$ cat config.mk
export PLATFORM = sky130hd
export DESIGN_NAME = bresenham_line_rasterizer_unit_flat
export DESIGN_NICKNAME = d
export VERILOG_FILES = /design/src/brlu_pkg.sv /design/src/brlu_req_if.sv /design/src/brlu_cfg_regs.sv /design/src/brlu_stepper.sv /design/src/brlu_pixel_stage.sv /design/src/bresenham_line_rasterizer_unit.sv /design/src/flat_wrapper.sv
export VERILOG_INCLUDE_DIRS = /design/src /design/src/src
export SDC_FILE = /design/constraint.sdc
export NUM_CORES = 1
export LEC_CHECK = 0
export BUFFER_PORTS_ARGS = -buffer_cell sky130_fd_sc_hd__clkbuf_2
export CORE_MARGIN = 2
export CORE_UTILIZATION = 60
export CTS_CLUSTER_SIZE = 8
export DETAILED_ROUTE_END_ITERATION = 6
export GPL_TIMING_DRIVEN = 0
export PLACE_DENSITY = 0.81
export SLEW_MARGIN = 20
export SYNTH_ARGS = -nofsm -noshare
export SYNTH_HDL_FRONTEND = slang
export SYNTH_HIERARCHICAL = 1
export SYNTH_SLANG_ARGS = --single-unit
$ cat constraint.sdc
create_clock -name clk -period 7.7 [get_ports clk]
set_clock_uncertainty 0.1 [all_clocks]
set_input_delay 0.385 -clock clk [delete_from_list [all_inputs] [get_ports clk]]
set_output_delay 0.385 -clock clk [all_outputs]
set_load 0.1 [all_outputs]
$ cat src/bresenham_line_rasterizer_unit_assert.svh
// Assertion macros shared by the line rasterizer RTL.
// Included by bresenham_line_rasterizer_unit.sv; no other dependencies.
`ifndef BRESENHAM_LINE_RASTERIZER_UNIT_ASSERT_SVH
`define BRESENHAM_LINE_RASTERIZER_UNIT_ASSERT_SVH

// Same-cycle implication, checked out of reset only.
`define BRLU_ASSERT_IMPL(name, clk, rst_n, ante, cons) \
    name: assert property (@(posedge clk) disable iff (!rst_n) (ante) |-> (cons)) \
        else $error("line rasterizer assertion failed");

// Next-cycle implication, checked out of reset only.
`define BRLU_ASSERT_NEXT(name, clk, rst_n, ante, cons) \
    name: assert property (@(posedge clk) disable iff (!rst_n) (ante) |=> (cons)) \
        else $error("line rasterizer assertion failed");

`endif

$ cat src/brlu_pkg.sv
// Shared types and constants for the line rasterizer.
// No dependencies; imported by every RTL module.
`timescale 1ns / 1ps

package brlu_pkg;

    // configuration register file
    localparam int CFG_W      = 11;
    localparam int APB_ADDR_W = 3;
    localparam int APB_DATA_W = 32;
    localparam int REG_IDX_W  = 1;

    localparam logic [CFG_W-1:0] IMAGE_DIM_RESET = 11'd1024;

    localparam logic [REG_IDX_W-1:0] REG_IMAGE_WIDTH  = 1'b0;
    localparam logic [REG_IDX_W-1:0] REG_IMAGE_HEIGHT = 1'b1;

    // request codes
    localparam logic REQ_START = 1'b0;
    localparam logic REQ_NEXT  = 1'b1;

    localparam int COLOUR_W = 16;

    // flags of a pixel travelling from the stepper to the output stage
    typedef struct packed {
        logic pixel_valid;
        logic last_pixel;
    } pix_flags_t;

endpackage

$ cat src/brlu_req_if.sv
// Request and pixel channel interfaces (valid/ready plus payload).
// Depends on brlu_pkg for the colour width.
`timescale 1ns / 1ps

interface brlu_req_if
    import brlu_pkg::*;
#(
    parameter int MAX_DIM = 1024
);
    localparam int CW = $clog2(MAX_DIM);

    logic                valid;
    logic                ready;
    logic                req_type;
    logic [CW-1:0]       x_start;
    logic [CW-1:0]       y_start;
    logic [CW-1:0]       x_end;
    logic [CW-1:0]       y_end;
    logic [COLOUR_W-1:0] pen_colour;

    modport source (output valid, req_type, x_start, y_start, x_end, y_end, pen_colour,
                    input ready);
    modport sink   (input valid, req_type, x_start, y_start, x_end, y_end, pen_colour,
                    output ready);
endinterface

interface brlu_pix_if
    import brlu_pkg::*;
#(
    parameter int MAX_DIM = 1024
);
    localparam int CW = $clog2(MAX_DIM);

    logic                valid;
    logic                ready;
    logic                pixel_valid;
    logic [CW-1:0]       pixel_x;
    logic [CW-1:0]       pixel_y;
    logic [2*CW-1:0]     pixel_index;
    logic [COLOUR_W-1:0] pixel_colour;
    logic                outside_image;
    logic                last_pixel;

    modport source (output valid, pixel_valid, pixel_x, pixel_y, pixel_index, pixel_colour,
                    outside_image, last_pixel, input ready);
    modport sink   (input valid, pixel_valid, pixel_x, pixel_y, pixel_index, pixel_colour,
                    outside_image, last_pixel, output ready);
endinterface

$ cat src/brlu_cfg_regs.sv
// APB-style register file holding image width and height.
// Depends on brlu_pkg.
`timescale 1ns / 1ps

module brlu_cfg_regs
    import brlu_pkg::*;
(
    input  logic                  clk,
    input  logic                  rst_n,
    input  logic                  psel,
    input  logic                  penable,
    input  logic                  pwrite,
    input  logic [APB_ADDR_W-1:0] paddr,
    input  logic [APB_DATA_W-1:0] pwdata,
    output logic [APB_DATA_W-1:0] prdata,
    output logic                  pready,
    output logic [CFG_W-1:0]      image_width,
    output logic [CFG_W-1:0]      image_height
);

    logic [CFG_W-1:0]     width_reg,  width_next;
    logic [CFG_W-1:0]     height_reg, height_next;
    logic [REG_IDX_W-1:0] reg_idx;
    logic                 wr_en;

    assign pready  = 1'b1;
    assign reg_idx = paddr[APB_ADDR_W-1:2];
    assign wr_en   = psel && penable && pwrite;

    always_comb
    begin
        width_next  = width_reg;
        height_next = height_reg;
        prdata      = '0;
        case (reg_idx)
            REG_IMAGE_WIDTH:
            begin
                prdata = APB_DATA_W'(width_reg);
                if (wr_en)
                begin
                    width_next = pwdata[CFG_W-1:0];
                end
            end
            REG_IMAGE_HEIGHT:
            begin
                prdata = APB_DATA_W'(height_reg);
                if (wr_en)
                begin
                    height_next = pwdata[CFG_W-1:0];
                end
            end
            default:
            begin
                prdata = '0;
            end
        endcase
    end

    always_ff @(posedge clk or negedge rst_n)
    begin
        if (!rst_n)
        begin
            width_reg  <= IMAGE_DIM_RESET;
            height_reg <= IMAGE_DIM_RESET;
        end
        else
        begin
            width_reg  <= width_next;
            height_reg <= height_next;
        end
    end

    assign image_width  = width_reg;
    assign image_height = height_reg;

endmodule

$ cat src/brlu_stepper.sv
// Line state, start setup and one Bresenham step per accepted next request; registers the pixel.
// Depends on brlu_pkg.
`timescale 1ns / 1ps

module brlu_stepper
    import brlu_pkg::*;
#(
    parameter int MAX_DIM = 1024,
    localparam int CW = $clog2(MAX_DIM)
)(
    input  logic                clk,
    input  logic                rst_n,
    input  logic                take,
    input  logic                req_type,
    input  logic [CW-1:0]       x_start,
    input  logic [CW-1:0]       y_start,
    input  logic [CW-1:0]       x_end,
    input  logic [CW-1:0]       y_end,
    input  logic [COLOUR_W-1:0] pen_colour,
    output logic                line_active,
    output pix_flags_t          s1_flags,
    output logic [CW-1:0]       s1_x,
    output logic [CW-1:0]       s1_y,
    output logic [COLOUR_W-1:0] s1_colour
);

    localparam int EW = CW + 2;  // signed error term

    logic [CW-1:0]        cur_x_reg, cur_x_next, cur_y_reg, cur_y_next;
    logic [CW-1:0]        goal_x_reg, goal_x_next, goal_y_reg, goal_y_next;
    logic [CW-1:0]        delta_x_reg, delta_x_next, delta_y_reg, delta_y_next;
    logic                 step_x_neg_reg, step_x_neg_next, step_y_neg_reg, step_y_neg_next;
    logic signed [EW-1:0] err_reg, err_next;
    logic [COLOUR_W-1:0]  colour_reg, colour_next;
    logic                 active_reg, active_next;

    pix_flags_t           s1_flags_reg, s1_flags_next;
    logic [CW-1:0]        s1_x_reg, s1_x_next, s1_y_reg, s1_y_next;
    logic [COLOUR_W-1:0]  s1_colour_reg, s1_colour_next;

    // start setup
    logic [CW-1:0]        dx_new, dy_new;
    logic signed [EW-1:0] half_dx, half_dy, err_start;
    logic                 last_start;

    // one step
    logic signed [EW-1:0] dx_s, dy_s, err_step;
    logic                 move_x, move_y, last_step;
    logic [CW-1:0]        x_step, y_step;

    always_comb
    begin
        dx_new     = (x_end > x_start) ? x_end - x_start : x_start - x_end;
        dy_new     = (y_end > y_start) ? y_end - y_start : y_start - y_end;
        half_dx    = signed'({2'b00, dx_new >> 1});
        half_dy    = signed'({2'b00, dy_new >> 1});
        err_start  = (dx_new > dy_new) ? half_dx : -half_dy;
        last_start = (x_start == x_end) && (y_start == y_end);

        dx_s      = signed'({2'b00, delta_x_reg});
        dy_s      = signed'({2'b00, delta_y_reg});
        move_x    = err_reg > -dx_s;
        move_y    = err_reg < dy_s;
        err_step  = err_reg - (move_x ? dy_s : '0) + (move_y ? dx_s : '0);
        x_step    = move_x ? (step_x_neg_reg ? cur_x_reg - 1'b1 : cur_x_reg + 1'b1)
                           : cur_x_reg;
        y_step    = move_y ? (step_y_neg_reg ? cur_y_reg - 1'b1 : cur_y_reg + 1'b1)
                           : cur_y_reg;
        last_step = (x_step == goal_x_reg) && (y_step == goal_y_reg);
    end

    always_comb
    begin
        cur_x_next      = cur_x_reg;
        cur_y_next      = cur_y_reg;
        goal_x_next     = goal_x_reg;
        goal_y_next     = goal_y_reg;
        delta_x_next    = delta_x_reg;
        delta_y_next    = delta_y_reg;
        step_x_neg_next = step_x_neg_reg;
        step_y_neg_next = step_y_neg_reg;
        err_next        = err_reg;
        colour_next     = colour_reg;
        active_next     = active_reg;
        s1_flags_next   = s1_flags_reg;
        s1_x_next       = s1_x_reg;
        s1_y_next       = s1_y_reg;
        s1_colour_next  = s1_colour_reg;

        if (take)
        begin
            if (req_type == REQ_START)
            begin
                cur_x_next      = x_start;
                cur_y_next      = y_start;
                goal_x_next     = x_end;
                goal_y_next     = y_end;
                delta_x_next    = dx_new;
                delta_y_next    = dy_new;
                step_x_neg_next = !(x_start < x_end);
                step_y_neg_next = !(y_start < y_end);
                err_next        = err_start;
                colour_next     = pen_colour;
                active_next     = !last_start;
                s1_flags_next   = '{pixel_valid: 1'b1, last_pixel: last_start};
                s1_x_next       = x_start;
                s1_y_next       = y_start;
                s1_colour_next  = pen_colour;
            end
            else if (active_reg)
            begin
                cur_x_next     = x_step;
                cur_y_next     = y_step;
                err_next       = err_step;
                active_next    = !last_step;
                s1_flags_next  = '{pixel_valid: 1'b1, last_pixel: last_step};
                s1_x_next      = x_step;
                s1_y_next      = y_step;
                s1_colour_next = colour_reg;
            end
            else
            begin
                // no line: all-zero result
                s1_flags_next  = '0;
                s1_x_next      = '0;
                s1_y_next      = '0;
                s1_colour_next = '0;
            end
        end
    end

    always_ff @(posedge clk or negedge rst_n)
    begin
        if (!rst_n)
        begin
            cur_x_reg      <= '0;
            cur_y_reg      <= '0;
            goal_x_reg     <= '0;
            goal_y_reg     <= '0;
            delta_x_reg    <= '0;
            delta_y_reg    <= '0;
            step_x_neg_reg <= 1'b0;
            step_y_neg_reg <= 1'b0;
            err_reg        <= '0;
            colour_reg     <= '0;
            active_reg     <= 1'b0;
            s1_flags_reg   <= '0;
        end
        else
        begin
            cur_x_reg      <= cur_x_next;
            cur_y_reg      <= cur_y_next;
            goal_x_reg     <= goal_x_next;
            goal_y_reg     <= goal_y_next;
            delta_x_reg    <= delta_x_next;
            delta_y_reg    <= delta_y_next;
            step_x_neg_reg <= step_x_neg_next;
            step_y_neg_reg <= step_y_neg_next;
            err_reg        <= err_next;
            colour_reg     <= colour_next;
            active_reg     <= active_next;
            s1_flags_reg   <= s1_flags_next;
        end
    end

    always_ff @(posedge clk)
    begin
        s1_x_reg      <= s1_x_next;
        s1_y_reg      <= s1_y_next;
        s1_colour_reg <= s1_colour_next;
    end

    assign line_active = active_reg;
    assign s1_flags    = s1_flags_reg;
    assign s1_x        = s1_x_reg;
    assign s1_y        = s1_y_reg;
    assign s1_colour   = s1_colour_reg;

endmodule

$ cat src/brlu_pixel_stage.sv
// Bounds check and frame-buffer index for one pixel, into the output register.
// Depends on brlu_pkg and brlu_pix_if.
`timescale 1ns / 1ps

module brlu_pixel_stage
    import brlu_pkg::*;
#(
    parameter int MAX_DIM = 1024,
    localparam int CW = $clog2(MAX_DIM)
)(
    input  logic                clk,
    input  logic                rst_n,
    input  logic                s1_valid,
    input  pix_flags_t          s1_flags,
    input  logic [CW-1:0]       s1_x,
    input  logic [CW-1:0]       s1_y,
    input  logic [COLOUR_W-1:0] s1_colour,
    input  logic [CFG_W-1:0]    image_width,
    input  logic [CFG_W-1:0]    image_height,
    output logic                adv,
    brlu_pix_if.source          pix
);

    localparam int IW   = 2 * CW;
    localparam int CMPW = (CW > CFG_W) ? CW : CFG_W;
    localparam int SW   = (2 * CFG_W + 1 > IW) ? 2 * CFG_W + 1 : IW;

    logic [CMPW-1:0]     x_ext, y_ext, w_ext, h_ext, row_wide;
    logic [CFG_W-1:0]    row;
    logic [2*CFG_W-1:0]  prod;
    logic [SW-1:0]       sum;
    logic                outside;

    logic                out_valid_reg, out_valid_next;
    pix_flags_t          flags_reg;
    logic                outside_reg;
    logic [CW-1:0]       x_reg, y_reg;
    logic [IW-1:0]       index_reg;
    logic [COLOUR_W-1:0] colour_reg;

    always_comb
    begin
        x_ext    = CMPW'(s1_x);
        y_ext    = CMPW'(s1_y);
        w_ext    = CMPW'(image_width);
        h_ext    = CMPW'(image_height);
        outside  = s1_flags.pixel_valid && ((x_ext >= w_ext) || (y_ext >= h_ext));
        // bottom-up row; below the height whenever the pixel is inside
        row_wide = h_ext - y_ext - 1'b1;
        row      = row_wide[CFG_W-1:0];
        prod     = row * image_width;
        sum      = SW'(prod) + SW'(s1_x);
    end

    assign adv            = !out_valid_reg || pix.ready;
    assign out_valid_next = adv ? s1_valid : out_valid_reg;

    always_ff @(posedge clk or negedge rst_n)
    begin
        if (!rst_n)
        begin
            out_valid_reg <= 1'b0;
        end
        else
        begin
            out_valid_reg <= out_valid_next;
        end
    end

    always_ff @(posedge clk)
    begin
        if (adv && s1_valid)
        begin
            flags_reg   <= s1_flags;
            outside_reg <= outside;
            x_reg       <= s1_x;
            y_reg       <= s1_y;
            colour_reg  <= s1_colour;
            index_reg   <= (outside || !s1_flags.pixel_valid) ? '0 : sum[IW-1:0];
        end
    end

    assign pix.valid         = out_valid_reg;
    assign pix.pixel_valid   = flags_reg.pixel_valid;
    assign pix.last_pixel    = flags_reg.last_pixel;
    assign pix.outside_image = outside_reg;
    assign pix.pixel_x       = x_reg;
    assign pix.pixel_y       = y_reg;
    assign pix.pixel_index   = index_reg;
    assign pix.pixel_colour  = colour_reg;

endmodule

$ cat src/bresenham_line_rasterizer_unit.sv
// Line rasterizer top level: request/pixel channels, APB image-size registers, checks.
// A taken request is registered in stage 1 (stepper output), then in the output stage that drives pix.
// Throughput: one request per cycle; ready drops only while both stages hold a pixel and
//   the pixel side stalls.
// Reset (rst_n, async, active low): no line active, both stages empty, image 1024 x 1024.
// Depends on brlu_pkg, brlu_req_if/brlu_pix_if, brlu_cfg_regs, brlu_stepper, brlu_pixel_stage.
`timescale 1ns / 1ps
`include "bresenham_line_rasterizer_unit_assert.svh"

module bresenham_line_rasterizer_unit
    import brlu_pkg::*;
#(
    parameter int MAX_DIM = 1024
)(
    input  logic                  clk,
    input  logic                  rst_n,
    // request channel: start a line or ask for the next pixel
    brlu_req_if.sink              req,
    // pixel channel: one pixel transaction per request transaction
    brlu_pix_if.source            pix,
    // configuration port
    input  logic                  psel,
    input  logic                  penable,
    input  logic                  pwrite,
    input  logic [APB_ADDR_W-1:0] paddr,
    input  logic [APB_DATA_W-1:0] pwdata,
    output logic [APB_DATA_W-1:0] prdata,
    output logic                  pready
);

    localparam int CW = $clog2(MAX_DIM);

    logic [CFG_W-1:0]    image_width;
    logic [CFG_W-1:0]    image_height;

    // stage 1 (stepper output register) occupancy
    logic                s1_valid_reg, s1_valid_next;
    logic                take;
    logic                adv;
    logic                line_active;
    pix_flags_t          s1_flags;
    logic [CW-1:0]       s1_x;
    logic [CW-1:0]       s1_y;
    logic [COLOUR_W-1:0] s1_colour;

    brlu_cfg_regs u_cfg (
        .clk          (clk),
        .rst_n        (rst_n),
        .psel         (psel),
        .penable      (penable),
        .pwrite       (pwrite),
        .paddr        (paddr),
        .pwdata       (pwdata),
        .prdata       (prdata),
        .pready       (pready),
        .image_width  (image_width),
        .image_height (image_height)
    );

    // Stage 1 accepts whenever it is empty or drains into the output stage
    // in the same cycle, so back-to-back requests flow at one per clock.
    assign req.ready = !s1_valid_reg || adv;
    assign take      = req.valid && req.ready;

    always_comb
    begin
        if (take)
        begin
            s1_valid_next = 1'b1;
        end
        else if (adv)
        begin
            s1_valid_next = 1'b0;
        end
        else
        begin
            s1_valid_next = s1_valid_reg;
        end
    end

    always_ff @(posedge clk or negedge rst_n)
    begin
        if (!rst_n)
        begin
            s1_valid_reg <= 1'b0;
        end
        else
        begin
            s1_valid_reg <= s1_valid_next;
        end
    end

    // Line state lives here: endpoints, deltas, step signs, error term.
    // A start request sets it up and yields the start pixel; a next request
    // performs one add/compare Bresenham step while a line is active.
    brlu_stepper #(
        .MAX_DIM (MAX_DIM)
    ) u_stepper (
        .clk         (clk),
        .rst_n       (rst_n),
        .take        (take),
        .req_type    (req.req_type),
        .x_start     (req.x_start),
        .y_start     (req.y_start),
        .x_end       (req.x_end),
        .y_end       (req.y_end),
        .pen_colour  (req.pen_colour),
        .line_active (line_active),
        .s1_flags    (s1_flags),
        .s1_x        (s1_x),
        .s1_y        (s1_y),
        .s1_colour   (s1_colour)
    );

    // Bounds check and bottom-up word index (one 11x11 multiply + add),
    // registered into the output transaction.
    brlu_pixel_stage #(
        .MAX_DIM (MAX_DIM)
    ) u_pixel (
        .clk          (clk),
        .rst_n        (rst_n),
        .s1_valid     (s1_valid_reg),
        .s1_flags     (s1_flags),
        .s1_x         (s1_x),
        .s1_y         (s1_y),
        .s1_colour    (s1_colour),
        .image_width  (image_width),
        .image_height (image_height),
        .adv          (adv),
        .pix          (pix)
    );

    // An invalid result carries all-zero fields.
    `BRLU_ASSERT_IMPL(a_invalid_zero, clk, rst_n, pix.valid && !pix.pixel_valid, pix.pixel_x == '0 && pix.pixel_y == '0 && pix.pixel_index == '0 && !pix.last_pixel && !pix.outside_image)
    // Out-of-image pixels never carry a frame-buffer index.
    `BRLU_ASSERT_IMPL(a_outside_no_index, clk, rst_n, pix.valid && pix.outside_image, pix.pixel_index == '0)
    // The final pixel of a line leaves no line active behind it.
    `BRLU_ASSERT_IMPL(a_last_ends_line, clk, rst_n, s1_valid_reg && s1_flags.last_pixel, !line_active)
    // An invalid pixel only comes from a step with no line.
    `BRLU_ASSERT_IMPL(a_invalid_idle, clk, rst_n, s1_valid_reg && !s1_flags.pixel_valid, !line_active)
    // Every accepted request lands in stage 1.
    `BRLU_ASSERT_NEXT(a_take_fills, clk, rst_n, take, s1_valid_reg)

endmodule

$ cat src/flat_wrapper.sv
// flat-port wrapper written by rule: the top's interface ports become plain ports
module bresenham_line_rasterizer_unit_flat import brlu_pkg::*;
#(
    parameter int MAX_DIM = 1024
)
  (clk, rst_n, psel, penable, pwrite, paddr, pwdata, prdata, pready, req_valid, req_req_type, req_x_start, req_y_start, req_x_end, req_y_end, req_pen_colour, req_ready, pix_valid, pix_pixel_valid, pix_pixel_x, pix_pixel_y, pix_pixel_index, pix_pixel_colour, pix_outside_image, pix_last_pixel, pix_ready);
  brlu_req_if #(.MAX_DIM(MAX_DIM)) req_i ();
  brlu_pix_if #(.MAX_DIM(MAX_DIM)) pix_i ();
  input  logic clk;
  input  logic rst_n;
  input  logic psel;
  input  logic penable;
  input  logic pwrite;
  input  logic [APB_ADDR_W-1:0] paddr;
  input  logic [APB_DATA_W-1:0] pwdata;
  output logic [APB_DATA_W-1:0] prdata;
  output logic pready;
  input wire logic [$bits(req_i.valid)-1:0] req_valid;
  input wire logic [$bits(req_i.req_type)-1:0] req_req_type;
  input wire logic [$bits(req_i.x_start)-1:0] req_x_start;
  input wire logic [$bits(req_i.y_start)-1:0] req_y_start;
  input wire logic [$bits(req_i.x_end)-1:0] req_x_end;
  input wire logic [$bits(req_i.y_end)-1:0] req_y_end;
  input wire logic [$bits(req_i.pen_colour)-1:0] req_pen_colour;
  output wire logic [$bits(req_i.ready)-1:0] req_ready;
  output wire logic [$bits(pix_i.valid)-1:0] pix_valid;
  output wire logic [$bits(pix_i.pixel_valid)-1:0] pix_pixel_valid;
  output wire logic [$bits(pix_i.pixel_x)-1:0] pix_pixel_x;
  output wire logic [$bits(pix_i.pixel_y)-1:0] pix_pixel_y;
  output wire logic [$bits(pix_i.pixel_index)-1:0] pix_pixel_index;
  output wire logic [$bits(pix_i.pixel_colour)-1:0] pix_pixel_colour;
  output wire logic [$bits(pix_i.outside_image)-1:0] pix_outside_image;
  output wire logic [$bits(pix_i.last_pixel)-1:0] pix_last_pixel;
  input wire logic [$bits(pix_i.ready)-1:0] pix_ready;
  assign req_i.valid = req_valid;
  assign req_i.req_type = req_req_type;
  assign req_i.x_start = req_x_start;
  assign req_i.y_start = req_y_start;
  assign req_i.x_end = req_x_end;
  assign req_i.y_end = req_y_end;
  assign req_i.pen_colour = req_pen_colour;
  assign req_ready = req_i.ready;
  assign pix_valid = pix_i.valid;
  assign pix_pixel_valid = pix_i.pixel_valid;
  assign pix_pixel_x = pix_i.pixel_x;
  assign pix_pixel_y = pix_i.pixel_y;
  assign pix_pixel_index = pix_i.pixel_index;
  assign pix_pixel_colour = pix_i.pixel_colour;
  assign pix_outside_image = pix_i.outside_image;
  assign pix_last_pixel = pix_i.last_pixel;
  assign pix_i.ready = pix_ready;
  bresenham_line_rasterizer_unit #(.MAX_DIM(MAX_DIM)) u_core (.clk(clk), .rst_n(rst_n), .req(req_i), .pix(pix_i), .psel(psel), .penable(penable), .pwrite(pwrite), .paddr(paddr), .pwdata(pwdata), .prdata(prdata), .pready(pready));
endmodule
# Yosys cells after proc, flatten, opt, wreduce, memory -nomap -nowiden
# Cells that the tools add are included.
# totals
regBits	212
latch_bits	0
mem_bits_rw	0
mem_bits_ro	0
in_bits	99
word_cells	110
memories	0
# op_classes
addsub	15
n_mul	1
n_div	0
order_cmp	9
eq_ne	5
shift	0
n_mux	28
bitwise	2
n_reduce_logical	23
# op_table
op	n
two-way mux 10 bit	16
one-hot mux 32 bit (2 select lines)	1
equality test 10 bit	4
subtractor 10 bit	4
two-way mux 12 bit	3
two-way mux 16 bit	2
greater-than comparator 10 bit	3
>= comparator 10 x 11 -> 1 bit	2
adder 10 x 1 -> 10 bit, second input constant	2
adder 20 x 10 -> 20 bit	1
less-than comparator 10 bit	2
multiplier 11 x 11 -> 20 bit	1
subtractor 10 x 1 -> 10 bit, second input constant	2
adder 12 x 10 -> 12 bit	1
greater-than comparator 12 bit	1
less-than comparator 12 x 11 -> 1 bit	1
negation 10 -> 12 bit	1
negation 9 -> 12 bit	1
subtractor 12 x 10 -> 12 bit	1
subtractor 11 x 1 -> 11 bit, second input constant	1
subtractor 11 x 10 -> 11 bit	1
AND reduction 2 bit	4
logical AND 1 bit	7
logical NOT 1 bit	7
other kinds (6)	14

# Depth between registers and ports, before layout
# logic_depth
ltp_word	8
mapped_depth	27
ltp_nobuf	25

# By module
# The synthesis kept the hierarchy.
# by_module_without_submodules
module	n_inst	cells_each	area_per_inst_um2	seq_area_each_um2
brlu_stepper	1	1237	10654.0	3408.3
brlu_pixel_stage	1	700	7021.7	1796.7
brlu_cfg_regs	1	84	1236.2	553.0
bresenham_line_rasterizer_unit	1	4	53.8	25.0

# Least setup slack after synthesis
# No wires, ideal clock.
# synth_path
path_kind	register to register
startpoint	reg u_core.u_cfg.height_reg[0] (netlist: u_core/u_cfg/image_height[0])
endpoint	reg u_core.u_pixel.index_reg[15] (netlist: u_core/u_pixel/pix.pixel_index[15]), data pin
t_arrival_ns	6.155
slack_ns	1.179
path_stages_with_launch	26
n_path_buf	1
period_less_slack_ns	6.521
path_cell_list	dfrtp_1 -> ha_1 -> fa_1 -> a21o_2 -> a221oi_4 -> o21bai_1 -> a21oi_1 -> xnor2_1 -> clkbuf_1 -> nand2_1 -> fa_1 -> fa_1 -> inv_1 -> fa_1 -> fa_1 -> inv_1 -> fa_1 -> inv_1 -> ha_1 -> a21oi_1 -> a21boi_0 -> o211ai_1 -> nand2_1 -> a31oi_1 -> xor2_1 -> nor2_1
# synth_via
elab_chain_len	4
elab_cells_between_ends	8
# synth_lines
element	line	source
start: declaration	brlu_cfg_regs.sv:22	logic [CFG_W-1:0] height_reg, height_next;
start signal: assignment	brlu_cfg_regs.sv:69	height_reg <= height_next;
subtractor 11 x 10 -> 11 bit or >= comparator 10 x 11 -> 1 bit (tied branches)	brlu_pixel_stage.sv:49, brlu_pixel_stage.sv:47	
subtractor 11 x 1 -> 11 bit or logical OR 1 bit (tied branches)	brlu_pixel_stage.sv:49, brlu_pixel_stage.sv:47	
multiplier 11 x 11 -> 20 bit or logical AND 1 bit (tied branches)	brlu_pixel_stage.sv:51, brlu_pixel_stage.sv:47	
adder 20 x 10 -> 20 bit or logical OR 1 bit (tied branches)	brlu_pixel_stage.sv:52, brlu_pixel_stage.sv:79	
end signal: assignment	brlu_pixel_stage.sv:79	index_reg <= (outside || !s1_flags.pixel_valid) ? '0 : sum[IW-1:0];
end: declaration	brlu_pixel_stage.sv:38	logic [IW-1:0] index_reg;
# Several ways; a longest one is shown, not always the timed one.
# A chain may end at the register's enable or synchronous reset.

# Final worst setup path
# layout_path
startpoint	reg u_core.u_cfg.height_reg[4] (netlist: u_core/u_cfg/image_height[4])
endpoint	reg u_core.u_pixel.index_reg[15] (netlist: u_core/u_pixel/pix.pixel_index[15]), data pin
# The elaborated chain is that of the path after synthesis.

==> out/qor.txt <==
largest area contributor in the netlist: dfrtp_1
clock-pin slew on the worst setup and hold paths: 0.05 ns
YS warnings: 6
most frequent cells in the layout: 291 x inv_1, 216 x nand2_1, 184 x ha_1
asr flop ratio synth: 0.552
Core ar.: 0.0313 mm^2
die height: 182 um
status: completed
Mapped Area: 0.0190 mm^2
layout cells sized above 1: 0.136
Clock Latency Late Sink: 0.56 ns
register area share after synthesis: 0.305
highest clock rate: 139 MHz
synthesized area per cell: 9.37 um^2
total track usage: 0.324
filler cell count: 2417
worst slack, placed: 0.404 ns
EDFF count, synth: 95
fin crit share: 0.933
vias per cell: 5.96
normalized max-slew margin: 0.293
CTS tree: done
GP Congestion: 0.978
Slew Viols, Final: 0
Max FO, Critical Path: 10
Tmin final: 7.18 ns
crit path launch type: flip-flop
RSZ-0062 raised after global routing: no
P&R area growth vs syn: 13.1%
crit path kind: flip-flop to flip-flop
synth top area cells: dfrtp_1 15%, edfxtp_1 15%, ha_1 12%
met2 usage: 0.551
Yosys reg bits: 212
Worst Max-Slew Pin Slew: 1.05 ns
Final Hold Vio Count: 0
crit end category: flip-flop
total gr overflow: 0
GR peak layer: met2
TritonCTS buffer count: 30
final wirelength: 53400 um
number of global-route vias before repair: 16100
Main synth FF type: dfrtp_1
DP Wirelength: 41500 um
I/O pin total: 193
Rows: 65
post-route setup TNS: 0 ns
Final Net Count: 2638
max_cap viols: 0
initial core utilization: 0.606
drt pass-1 iters: 7
HP Class: input pin to flip-flop
root buf cell: clkbuf_16
Final ANT Viol Nets: 0
setup violators final: 0
Buffers on Ports: 147
largest net degree at the start of global routing: 90
first-pass GRT wire length: 84000 um
routed vias: 15900
final worst slack: 0.519 ns
area share of the largest cell type after synthesis: 0.152
initial antenna violation count: 2
hold_ws: 0.0111 ns
post-synthesis instance total: 2025
DR DRC count: 0
Setup Fix Bufs, Post-CTS: 0
H-tree lvl count: 1
WP data arrival: 7.36 ns
routed len/inst: 20.0 um
die extent in x: 182 um
Max Buffers Root-to-Sink: 3
max reg flops: 20
DRT iter0 DRCs: 1253
most common cell after layout, fill and taps aside: inv_1
Worst EP required: 7.88 ns
Sink Count: 212
synth unique cells: 96
die area: 0.0330 mm^2
met3 GRT Util: 0.0580
grt met1 use: 0.398
-- cells by family after synthesis --
family                   count (synthesis)  share of synthesized area
AO/OA/AOI/OAI                          440                      0.152
XOR/XNOR                               103                     0.0484
adder cells (fa/ha/maj)                290                      0.233
buffers and inverters                  399                     0.0868
flip-flops                             212                      0.305
multiplexers                            62                     0.0396
other                                    2                   0.000396
AND/OR/NAND/NOR                        517                      0.135
-- cell usage after synthesis (39+ instances only) --
cell,n
nor2_1,84
o22ai_1,40
and2_1,61
a21oi_1,96
fa_1,106
dfrtp_1,115
nand2_1,216
xor2_1,39
edfxtp_1,95
clkbuf_1,64
xnor2_1,62
inv_1,291
ha_1,184
o21ai_0,118
-- layer usage --
| metal | vias up | share of wire |
|---|---|---|
| met5 | - | 0.00015 |
| met2 | 712 | 0.48 |
| li1 | 7304 | - |
| met1 | 7703 | 0.39 |
| met4 | 2 | 0.056 |
| met3 | 194 | 0.078 |
-- per-stage QoR --
step           instance area, um^2  utilization  std cells
3_5_place_dp                 20300        0.650       2596
6_report                     21500        0.685       2670
4_1_cts                      21400        0.685       2669
3_3_place_gp                 20300        0.648       2594
2_1_floorplan                19000            -       2045
5_1_grt                      21400        0.685       2669
-- layout make-up --
class                      count  area, um^2  area share
tap                          402         503      0.0234
clock buffer                  50         857      0.0400
sequential                   212        5780       0.270
multi-input combinational   1434       11600       0.542
timing repair buffer         172        1030      0.0480
antenna                        1        2.50    0.000117
inverter                     292        1100      0.0511
buffer                       107         551      0.0257
-- repair_timing --
item / CTS / global route
setup endpoints to repair: 0 / 4
hold endpoints to repair: 58 / 0
hold buffers: 23 / 0
gates resized for setup: 0 / 3
-- critical path: stages, from the launching register on --
cell and delay (ns):
dfrtp_1 0.45, inv_1 0.08, ha_1 0.39, a21o_1 0.24
a31o_2 0.24, nor2_1 0.15, a21oi_1 0.10, xor2_1 0.23
clkbuf_1 0.46, nand2_1 0.15, fa_1 0.52, fa_1 0.55
inv_1 0.06, fa_1 0.47, fa_1 0.55, inv_1 0.05
fa_1 0.53, inv_1 0.04, ha_1 0.34, a21oi_1 0.22
a21boi_0 0.18, o211ai_1 0.22, nand2_1 0.14, a31oi_1 0.24
xor2_1 0.16, nor2_1 0.05
-- worst paths after layout --
| path | start | endpoint | slack (ns) | depth (start not counted) |
|---|---|---|---|---|
| min reg2reg | u_core/u_stepper/s1_colour[5] | u_core/u_pixel/pix.pixel_colour[5] | 0.32 | 0 |
| max in group asynchronous | rst_n | u_core/u_cfg/image_width[10] | 6.51 | 3 |
| max reg2reg | u_core/u_cfg/image_height[4] | u_core/u_pixel/pix.pixel_index[15] | 0.52 | 25 |
| min in group asynchronous | rst_n | u_core/u_stepper/colour_reg[8] | 0.20 | 2 |
| min | req_y_end[6] | u_core/u_stepper/goal_y_reg[6] | 0.01 | 3 |
| max | u_core/u_cfg/image_height[4] | u_core/u_pixel/pix.pixel_index[15] | 0.52 | 25 |
Power is left out: the tool's default activity adds up to more than one toggle a clock period on the data nets, which glitch-free logic cannot reach.
